==> src/rtl/assert_macros.svh <==
// ---------------------------------------------------------------------------
// Assertion macros
// Shared wrappers for concurrent assertions clocked by clk_i and disabled
// while rst_ni is low.
// ---------------------------------------------------------------------------
`ifndef ASSERT_MACROS_SVH
`define ASSERT_MACROS_SVH

// The property must hold at every rising edge outside reset.
`define SBCU_ASSERT(lbl, prop, msg) \
  lbl: assert property (@(posedge clk_i) disable iff (!rst_ni) (prop)) else $error(msg);

// The consequent must hold in the cycle after the antecedent.
`define SBCU_ASSERT_NEXT(lbl, ante, cons, msg) \
  lbl: assert property (@(posedge clk_i) disable iff (!rst_ni) (ante) |=> (cons)) \
    else $error(msg);

`endif

==> src/rtl/sbcu_pkg.sv <==
// ---------------------------------------------------------------------------
// sbcu_pkg
// Types and constants shared by the six-bit code unpacker modules.
// ---------------------------------------------------------------------------
`timescale 1ns / 1ps
`default_nettype none

package sbcu_pkg;

  localparam int unsigned CodeW        = 6;
  localparam int unsigned CharW        = 8;
  localparam int unsigned TblWords     = 8;
  localparam int unsigned TblIdxW      = $clog2(TblWords);
  localparam int unsigned CfgIdxW      = TblIdxW + 1;
  localparam int unsigned CfgDataW     = 64;

  localparam logic [CodeW-1:0] TermCode = 6'h3F;

  // Request kinds on the input channel.
  localparam logic KindData    = 1'b0;
  localparam logic KindRestart = 1'b1;

  typedef logic [CodeW-1:0] code_t;
  typedef logic [CharW-1:0] char_t;

  typedef struct packed {
    logic       kind;
    logic [7:0] byte_in;
  } sbcu_in_t;

  typedef struct packed {
    char_t char_out;
    logic  end_marker;
    logic  last;
  } sbcu_out_t;

  // Results of one decoded byte, handed to the result buffer.
  typedef struct packed {
    logic       load;
    logic [1:0] count;
    sbcu_out_t  res0;
    sbcu_out_t  res1;
  } sbcu_load_t;

endpackage

`default_nettype wire

==> src/rtl/six_bit_code_unpacker.sv <==
// ---------------------------------------------------------------------------
// six_bit_code_unpacker
// Unpacks bytes carrying four 6-bit codes per three bytes and maps each code
// to a character through a configurable 64-entry table.
// ---------------------------------------------------------------------------
//
//   Channel   Signals                                    Carries
//   in        in_valid_i / in_ready_o / in_req_i         kind, byte_in
//   out       out_valid_o / out_ready_i / out_req_o      char_out, end_marker, last
//   cfg       cfg_valid_i / cfg_ready_o / cfg_index_i,   table word index and data
//             cfg_data_i
//
// Each request waits in the input register until the result buffer has room for
// its results; they are then written to the result register and presented from
// there in order. A byte that completes two codes presents them one after the
// other on the single result port, and the next byte leaves the input register
// only once the buffer drains, so the port sets the sustained rate. Reset clears
// the stream state and the table words at once; there is no clearing pass. While
// results are stalled the input register still takes one further request.
`timescale 1ns / 1ps
`default_nettype none

module six_bit_code_unpacker (
  input  wire logic                          clk_i,
  input  wire logic                          rst_ni,
  input  wire logic                          in_valid_i,
  output logic                               in_ready_o,
  input  wire sbcu_pkg::sbcu_in_t            in_req_i,
  output logic                               out_valid_o,
  input  wire logic                          out_ready_i,
  output sbcu_pkg::sbcu_out_t                out_req_o,
  input  wire logic                          cfg_valid_i,
  output logic                               cfg_ready_o,
  input  wire logic [sbcu_pkg::CfgIdxW-1:0]  cfg_index_i,
  input  wire logic [sbcu_pkg::CfgDataW-1:0] cfg_data_i
);
  import sbcu_pkg::*;

  code_t      code_a, code_b;
  char_t      char_a, char_b;
  sbcu_load_t load;
  logic       room;

  // The table answers both code lookups of the byte in the input register.
  sbcu_table u_table (
    .clk_i       (clk_i),
    .rst_ni      (rst_ni),
    .cfg_valid_i (cfg_valid_i),
    .cfg_ready_o (cfg_ready_o),
    .cfg_index_i (cfg_index_i),
    .cfg_data_i  (cfg_data_i),
    .code_a_i    (code_a),
    .code_b_i    (code_b),
    .char_a_o    (char_a),
    .char_b_o    (char_b)
  );

  // The decoder keeps phase, leftover bits and the terminator flag, and
  // advances them only when the byte's results can be written.
  sbcu_decode u_decode (
    .clk_i      (clk_i),
    .rst_ni     (rst_ni),
    .in_valid_i (in_valid_i),
    .in_ready_o (in_ready_o),
    .in_req_i   (in_req_i),
    .room_i     (room),
    .code_a_o   (code_a),
    .code_b_o   (code_b),
    .char_a_i   (char_a),
    .char_b_i   (char_b),
    .load_o     (load)
  );

  // The result buffer presents the one or two results in order.
  sbcu_out_buf u_out_buf (
    .clk_i       (clk_i),
    .rst_ni      (rst_ni),
    .load_i      (load),
    .room_o      (room),
    .out_valid_o (out_valid_o),
    .out_ready_i (out_ready_i),
    .out_req_o   (out_req_o)
  );

endmodule

`default_nettype wire

==> src/rtl/sbcu_table.sv <==
// ---------------------------------------------------------------------------
// sbcu_table
// Character table registers with two combinational lookup ports.
// ---------------------------------------------------------------------------
`timescale 1ns / 1ps
`default_nettype none

module sbcu_table (
  input  wire logic                           clk_i,
  input  wire logic                           rst_ni,
  input  wire logic                           cfg_valid_i,
  output logic                                cfg_ready_o,
  input  wire logic [sbcu_pkg::CfgIdxW-1:0]   cfg_index_i,
  input  wire logic [sbcu_pkg::CfgDataW-1:0]  cfg_data_i,
  input  wire sbcu_pkg::code_t                code_a_i,
  input  wire sbcu_pkg::code_t                code_b_i,
  output sbcu_pkg::char_t                     char_a_o,
  output sbcu_pkg::char_t                     char_b_o
);
  import sbcu_pkg::*;

  logic [CfgDataW-1:0] table_q [TblWords];
  logic                wr_en;

  assign cfg_ready_o = 1'b1;
  // Indexes past the last table word are dropped.
  assign wr_en = cfg_valid_i && !cfg_index_i[CfgIdxW-1];

  always_ff @(posedge clk_i or negedge rst_ni) begin
    if (!rst_ni) begin
      for (int i = 0; i < TblWords; i++) begin
        table_q[i] <= '0;
      end
    end else if (wr_en) begin
      table_q[cfg_index_i[TblIdxW-1:0]] <= cfg_data_i;
    end
  end

  // Code 8k+j sits in byte j of word k.
  assign char_a_o = table_q[code_a_i[5:3]][{code_a_i[2:0], 3'b000} +: CharW];
  assign char_b_o = table_q[code_b_i[5:3]][{code_b_i[2:0], 3'b000} +: CharW];

endmodule

`default_nettype wire

==> src/rtl/sbcu_decode.sv <==
// ---------------------------------------------------------------------------
// sbcu_decode
// Input register, stream state and extraction of the codes of one byte.
// ---------------------------------------------------------------------------
`timescale 1ns / 1ps
`default_nettype none
`include "assert_macros.svh"

module sbcu_decode (
  input  wire logic               clk_i,
  input  wire logic               rst_ni,
  input  wire logic               in_valid_i,
  output logic                    in_ready_o,
  input  wire sbcu_pkg::sbcu_in_t in_req_i,
  input  wire logic               room_i,
  output sbcu_pkg::code_t         code_a_o,
  output sbcu_pkg::code_t         code_b_o,
  input  wire sbcu_pkg::char_t    char_a_i,
  input  wire sbcu_pkg::char_t    char_b_i,
  output sbcu_pkg::sbcu_load_t    load_o
);
  import sbcu_pkg::*;

  typedef enum logic [1:0] {
    PH_0 = 2'd0,
    PH_1 = 2'd1,
    PH_2 = 2'd2
  } phase_e;

  sbcu_in_t   in_q;
  logic       in_valid_q;
  logic       move;
  phase_e     phase_q, phase_d;
  logic [3:0] left_q, left_d;
  logic       done_q, done_d;
  logic       term_a, term_b;
  logic [7:0] b;

  // The held byte moves on once the result buffer has room for both results.
  assign move       = in_valid_q && room_i;
  assign in_ready_o = !in_valid_q || room_i;
  assign b          = in_q.byte_in;

  always_ff @(posedge clk_i or negedge rst_ni) begin
    if (!rst_ni) begin
      in_valid_q <= 1'b0;
    end else if (in_valid_i && in_ready_o) begin
      in_valid_q <= 1'b1;
    end else if (move) begin
      in_valid_q <= 1'b0;
    end
  end

  always_ff @(posedge clk_i) begin
    if (in_valid_i && in_ready_o) begin
      in_q <= in_req_i;
    end
  end

  always_ff @(posedge clk_i or negedge rst_ni) begin
    if (!rst_ni) begin
      phase_q <= PH_0;
      left_q  <= '0;
      done_q  <= 1'b0;
    end else if (move) begin
      phase_q <= phase_d;
      left_q  <= left_d;
      done_q  <= done_d;
    end
  end

  always_comb begin
    case (phase_q)
      PH_1:    code_a_o = {left_q[1:0], b[7:4]};
      PH_2:    code_a_o = {left_q, b[7:6]};
      default: code_a_o = b[7:2];
    endcase
  end

  assign code_b_o = b[5:0];
  assign term_a   = (code_a_o == TermCode);
  assign term_b   = (code_b_o == TermCode);

  always_comb begin
    phase_d      = phase_q;
    left_d       = left_q;
    done_d       = done_q;
    load_o       = '0;
    load_o.load  = move;
    if (in_q.kind == KindRestart) begin
      phase_d = PH_0;
      left_d  = '0;
      done_d  = 1'b0;
    end else if (!done_q) begin
      if (term_a) begin
        load_o.count = 2'd1;
        load_o.res0  = '{char_out: '0, end_marker: 1'b1, last: 1'b1};
        done_d       = 1'b1;
      end else begin
        case (phase_q)
          PH_1: begin
            load_o.count = 2'd1;
            load_o.res0  = '{char_out: char_a_i, end_marker: 1'b0, last: 1'b1};
            left_d       = b[3:0];
            phase_d      = PH_2;
          end
          PH_2: begin
            load_o.count = 2'd2;
            load_o.res0  = '{char_out: char_a_i, end_marker: 1'b0, last: 1'b0};
            if (term_b) begin
              load_o.res1 = '{char_out: '0, end_marker: 1'b1, last: 1'b1};
              done_d      = 1'b1;
            end else begin
              load_o.res1 = '{char_out: char_b_i, end_marker: 1'b0, last: 1'b1};
              left_d      = '0;
              phase_d     = PH_0;
            end
          end
          default: begin
            load_o.count = 2'd1;
            load_o.res0  = '{char_out: char_a_i, end_marker: 1'b0, last: 1'b1};
            left_d       = {2'b00, b[1:0]};
            phase_d      = PH_1;
          end
        endcase
      end
    end
  end

  `SBCU_ASSERT(a_phase_legal, phase_q != 2'd3, "phase counter left its range")
  `SBCU_ASSERT(a_done_silent, !(move && done_q && in_q.kind == KindData) || load_o.count == 2'd0,
    "data byte after terminator produced results")
  `SBCU_ASSERT_NEXT(a_term_sets_done,
    move && (load_o.res0.end_marker || (load_o.count == 2'd2 && load_o.res1.end_marker)),
    done_q, "terminator did not close the stream")

endmodule

`default_nettype wire

==> src/rtl/sbcu_out_buf.sv <==
// ---------------------------------------------------------------------------
// sbcu_out_buf
// Two-slot result register that serialises the results of one byte.
// ---------------------------------------------------------------------------
`timescale 1ns / 1ps
`default_nettype none
`include "assert_macros.svh"

module sbcu_out_buf (
  input  wire logic                 clk_i,
  input  wire logic                 rst_ni,
  input  wire sbcu_pkg::sbcu_load_t load_i,
  output logic                      room_o,
  output logic                      out_valid_o,
  input  wire logic                 out_ready_i,
  output sbcu_pkg::sbcu_out_t       out_req_o
);
  import sbcu_pkg::*;

  logic [1:0] count_q, count_d;
  sbcu_out_t  head_q, head_d;
  sbcu_out_t  tail_q, tail_d;
  logic       fire;

  assign out_valid_o = (count_q != 2'd0);
  assign out_req_o   = head_q;
  assign fire        = out_valid_o && out_ready_i;
  // Room for a fresh pair once the buffer is empty at the end of this cycle.
  assign room_o      = (count_q == 2'd0) || (count_q == 2'd1 && out_ready_i);

  always_comb begin
    count_d = count_q;
    head_d  = head_q;
    tail_d  = tail_q;
    if (load_i.load) begin
      count_d = load_i.count;
      head_d  = load_i.res0;
      tail_d  = load_i.res1;
    end else if (fire) begin
      count_d = count_q - 2'd1;
      head_d  = tail_q;
    end
  end

  always_ff @(posedge clk_i or negedge rst_ni) begin
    if (!rst_ni) begin
      count_q <= '0;
    end else begin
      count_q <= count_d;
    end
  end

  always_ff @(posedge clk_i) begin
    head_q <= head_d;
    tail_q <= tail_d;
  end

  `SBCU_ASSERT(a_count_range, count_q != 2'd3, "result count out of range")
  `SBCU_ASSERT(a_load_room, !load_i.load || room_o, "results loaded over pending results")
  `SBCU_ASSERT_NEXT(a_pair_drain, fire && count_q == 2'd2 && !load_i.load,
    count_q == 2'd1, "second result of a pair lost")

endmodule

`default_nettype wire
==> config.mk <==
export PLATFORM = sky130hd
export DESIGN_NAME = six_bit_code_unpacker
export DESIGN_NICKNAME = d
export VERILOG_FILES = /design/src/rtl/sbcu_pkg.sv /design/src/rtl/six_bit_code_unpacker.sv /design/src/rtl/sbcu_table.sv /design/src/rtl/sbcu_decode.sv /design/src/rtl/sbcu_out_buf.sv
export VERILOG_INCLUDE_DIRS = /design/src /design/src/rtl
export SDC_FILE = /design/constraint.sdc
export NUM_CORES = 1
export LEC_CHECK = 0
export BUFFER_PORTS_ARGS = -buffer_cell sky130_fd_sc_hd__buf_2
export CELL_PAD_IN_SITES_DETAIL_PLACEMENT = 0
export CELL_PAD_IN_SITES_GLOBAL_PLACEMENT = 1
export CORE_AREA = 2 2 318 320
export CTS_CLUSTER_SIZE = 24
export DETAILED_ROUTE_END_ITERATION = 10
export DIE_AREA = 0 0 320 322
export GPL_TIMING_DRIVEN = 0
export PLACE_DENSITY_LB_ADDON = 0.3
export SETUP_SLACK_MARGIN = 0.2
export SLEW_MARGIN = 20
export SYNTH_ARGS = -nofsm -noshare
export SYNTH_HDL_FRONTEND = slang
export SYNTH_SLANG_ARGS = --single-unit
==> constraint.sdc <==
create_clock -name clk_i -period 2.9 [get_ports clk_i]
set_input_delay 0.29 -clock clk_i [delete_from_list [all_inputs] [get_ports clk_i]]
set_output_delay 0.29 -clock clk_i [all_outputs]
set_load 0.02 [all_outputs]
# Word level (Yosys, flattened, before mapping)
# Cells that the tools add are included.
# W data, S select, Z words.
[op_classes] eq_ne=8 n_lt_le_gt_ge=4 addsub=1 shift=2 bitwise_logic=4 reduce_logical=17 multipliers=0 n_div=0 n_mux=38
[ops] op="$bwmux W512" count=1
[ops] op="$bmux W64 S3" count=2
[ops] op="$mux W64" count=5
[ops] op="$demux W64 S3" count=1
[ops] op="$shiftx A64 B7 Y8" count=2
[ops] op="$mux W10" count=5
[ops] op="$mux W22" count=2
[ops] op="$mux W12" count=2
[ops] op="$mux W4" count=4
[ops] op="$eq A6 B6 Y1 const B" count=2
[ops] op="$ge A4 B4 Y1 const B" count=3
[ops] op="$mux W2" count=6
[ops] op="$not A3 Y4" count=3
[ops] op="$pmux W6 S2" count=1
[ops] op="$pmux W4 S2" count=1
[ops] op="$mux W1" count=7
[ops] op="$logic_and A1 B1 Y1" count=6
[ops] op="$reduce_bool A2 Y1" count=3
[ops] op="$reduce_or A5 Y1" count=1
[ops] op="$eq A2 B1 Y1 const B" count=2
[ops] op="$lt A4 B1 Y1 const B" count=1
[ops] op="$ne A2 B1 Y1 const B" count=2
[ops] op="$pmux W2 S2" count=1
[ops] op="$reduce_and A4 Y1" count=1
[ops] op="8 further kinds" count=10
[totals] wordCells=95 rom_bits=0 mem_bits_rw=0 latch_bits=0 mem_count=0 output_inout_bits=13 ff_bits=551 in_bits=82

# Longest topological paths before layout
[depth] ltp_word=12 depth_mapped=13 mapped_depth_nobuf=9

# By module
# From an unflattened synthesis, not the netlist that was laid out.
[unflattened] cells_unflattened=1855 area_unflattened_um2=29105.4
[by_module_without_submodules] mod="sbcu_table" area_per_inst_um2=27058.5 cells_each=1698 seq_area_each_um2=12812.3 instances=1
[by_module_without_submodules] mod="sbcu_decode" area_per_inst_um2=1152.4 cells_each=107 seq_area_each_um2=470.5 instances=1
[by_module_without_submodules] mod="sbcu_out_buf" area_per_inst_um2=894.6 cells_each=50 seq_area_each_um2=650.6 instances=1

# Least setup slack after synthesis
# Ideal clock, no wire load.
[synth_timing] path_type="register to register" start="register u_decode.phase_q[0]" end="register u_out_buf.head_q (netlist bit u_out_buf.out_req_o[9]) (data pin)" t_arrival_ps=2518 stages_incl_launch_ff=13 setup_time_ps=257 path_slack_ps=125 period_less_slack_ps=2775 required_ps=2643 n_path_buf=3 path_cell_list="dfrtp_1 > inv_1 > ha_1 > buf_4 > nor2b_1 > nor2_2 > buf_6 > buf_4 > mux2i_1 > o221ai_1 > o2111ai_1 > o211ai_1 > a32o_1"
[synth_lines] item="start: declaration" line="sbcu_decode.sv:33" text="phase_e phase_q, phase_d;"
[synth_lines] item="start signal: assignment" line="sbcu_decode.sv:66" text="phase_q <= phase_d;"
[synth_lines] item="end signal: assignment" line="sbcu_out_buf.sv:54" text="head_q <= head_d;"
[synth_lines] item="end: declaration" line="sbcu_out_buf.sv:21" text="sbcu_out_t head_q, head_d;"

==> reports/metrics.cfg <==
[synth]
synth.distinct_cells=63
synthTopCellsByArea=dfrtp_1 (44%), mux2_2 (20%), mux4_2 (6.9%)
yosysMostFrequentCell=dfrtp_1
synth_ff_type=dfrtp_1
synth_top_area_frac=0.4393
yosys.area.top_type=dfrtp_1
synth_warnings=0
netlist_area_mm2=0.02973
ys_seq_area_frac=0.4686
syn_avg_cell_area_um2=12.26
async_flop_share=0.9474
synth_edf_count=29
synth.net_count=2511
synthCells=2425
synth_common_cells=dfrtp_1 (522), mux2_2 (515), nand2_1 (213), mux2i_1 (167), clkbuf_1 (109)
synth_seq_cells=551

[worst_setup_path]
crit_path_max_incr_delay_ns=0.43
cp_cell_sequence=inv_2 > ha_4 > buf_8 > a221oi_4 > nor2_4 > buf_6 > buf_12 > buf_12 > buf_16 > mux2i_1 > o221ai_1 > a21oi_2 > o311a_4 > o41ai_4
cp_common_cell=buf_12
worst-path-max-fanout=6
cp-end-kind=register
worstPathArrival_ns=3.70
path_class=reg -> reg
critPathLaunchType=register
critPathRequiredTime_ns=3.27
slowest_stage=o311a_4

[cells_and_area]
drive_gt1_frac=0.4591
seqCellArea_mm2=0.01393
fillers=9435
area_growth_syn_to_layout_pct=28.95
stdcell_count=4069
nets=2795
multi_input_area_mm2=0.01623

[die]
die_h_um=322
die_area_mm2=0.1030
initial_utilization=0.2986
rows=116
die_x_um=320
ioPinCount=95
core_mm2=0.09957

[routing]
routed_via_density=6.072
avgRoutedWirePerCell_um=35.54
first_iter_violations=2819
ant_nets=0
wl_um=144600
vias=24710
drt_pass1_iterations=5
drc=0

[pwr]
max-vdd-ir-drop_mv=0.8130
power.leakage_nw=15.94
power.total_mw=49.18
p_per_area_mw_per_mm2=1283

[clocking]
clk_pin_slew_ns=0.06
cts_buffers=66
cts_num_sinks=551
cts_buffer_depth=3
cts-root-buf=clkbuf_16
cts_tree=done
clock_latency_ns=0.64
htree_levels=3

[run_status]
status=finished, violations left
violations=negative setup slack

[placement]
place.gp.congestion=0.9737
portBuffers=93
place_ws_ns=-1.549
dp_hpwl_um=99070
dp.cells=3822

[grt]
grt_pass1_wl_um=199700
grt_usage=0.2767
grt_pass1_vias=24920
grt-ovfl-total=0
antenna_found_initial=18
grt_max_degree=91

[sta]
final_max_slew_viol_count=0
finClkSkew_ns=0.02390
min_period_ns=3.333
max_freq_ghz=0.3001
rsz0062_at_grt=true
finalSetupViolCount=8
max_slew_margin=0.1612
fin_ws_ns=-0.4326
post-route-period-util=1.149
finalHoldViolCount=0
worst_slew_pin_slew_ns=1.258

[worst_hold_path]
hold_class=in -> reg

[run]
drv_cap=0

==> worst paths after layout <==
check / startpoint / to / slack [ns] / cells past startpoint
max in group asynchronous: rst_ni / u_table.table_q[489]$_DFFE_PN0P_ / 1.02 / 5
worst max-delay path: u_decode.phase_q[0]$_DFFE_PN0P_ / u_out_buf.out_req_o[5]$_DFFE_PP_ / -0.43 / 14
worst min register to register: u_out_buf.count_q[1]$_DFFE_PN0P_ / u_out_buf.count_q[1]$_DFFE_PN0P_ / 0.49 / 1
min in group asynchronous: rst_ni / u_table.table_q[8]$_DFFE_PN0P_ / 0.17 / 2
worst max register to register: u_decode.phase_q[0]$_DFFE_PN0P_ / u_out_buf.out_req_o[5]$_DFFE_PP_ / -0.43 / 14
worst min-delay path: cfg_data_i[32] / u_table.table_q[160]$_DFFE_PN0P_ / 0.02 / 2
==> cell usage in the layout (no fill, tap or decap), types with 42 or more instances in the layout <==
cell           Yosys  routed
mux4_2            91      91
clkbuf_16          0      78
dfrtp_1          522     522
a211oi_2           2      43
clkbuf_1         109      64
a211oi_1         103      59
buf_4             13      67
buf_12             0      42
and3_1            85      81
nor2_1            67      60
mux2_2           515     515
mux2i_1          167     161
buf_2             60      95
nand2_1          213     196
dlygate4sd3_1      0      44
==> routing by layer <==
metal | vias up | track usage | routed length, um
met3 | 414 | 0.06684 | 12920
met1 | 12990 | 0.3668 | 59900
met5 | - | 0 | 66
li1 | 9869 | - | -
met4 | 10 | 0.1653 | 9284
met2 | 1427 | 0.4092 | 62450
==> stage by stage <==
stage	TNS [ns]	instance area, um^2	utilization	hold slack, ns
global placement	-4852.88	31890	0.3202	0.4702
detailed placement	-23.14	32090	0.3223	0.2352
global route	-3.517	38320	0.3848	0.02959
CTS	-2.556	37530	0.3769	0.0005364
finish	-3.246	38340	0.3851	0.02333
floorplan	0	29800	-	-0.005591
==> report_power, final <==
part / switching, mW / internal [mW]
sequential: 1.55 / 9.71
combinational: 17.4 / 11.3
clock: 3.51 / 5.74
==> layout make-up <==
class                   instances  share of cell area
flip-flops and latches        551              0.3634
diodes                         11           0.0007180
repair buffers                216             0.04885
inverters                       8           0.0009790
multi-input cells            1660              0.4234
clock inverters                19            0.008518
well taps                    1298             0.04236
plain buffers                 206             0.05760
clock buffers                 100             0.05417
==> worst max-delay path: cells and delay by family, from the launching register on <==
kind                       cells  cell delay [ns]
DFF                            1             0.40
adders and majority gates      1             0.21
AOI/OAI and AO/OA              5             1.43
buffers and inverters          6             0.79
muxes                          1             0.13
and+or+nand+nor                1             0.08
==> kinds of logic after synthesis <==
family	after synthesis	share of synthesized area
AO/OA/AOI/OAI	419	0.1018
adder cells (fa/ha/maj)	4	0.001683
buffers and inverters	214	0.03451
flip-flops	551	0.4686
multiplexers	773	0.3202
other	1	0.0001261
AND/OR/NAND/NOR	463	0.07305
==> repair_timing <==
| item | in CTS | in global routing |
|---|---|---|
| gates cloned | 3 | 1 |
| hold buffers | 44 | 0 |
| buffers inserted | 54 | 15 |
| hold endpoints to repair | 253 | 0 |
| pin swaps | 57 | 58 |
| setup endpoints to repair | 29 | 21 |
| resized for setup | 512 | 146 |
==> registers in the layout, summed over array words and instances, names as in the netlist <==
| register | count |
|---|---|
| u_decode.in_q | 1 |
| u_out_buf.out_req_o | 10 |
| u_out_buf.count_q | 2 |
| u_decode.b | 8 |
| u_out_buf.tail_q | 10 |
| u_decode.in_valid_q | 1 |
| u_decode.phase_q | 2 |
| u_decode.left_q | 4 |
| u_table.table_q | 512 |
| u_decode.done_q | 1 |
No activity file was read; power rests on OpenSTA's default activity.
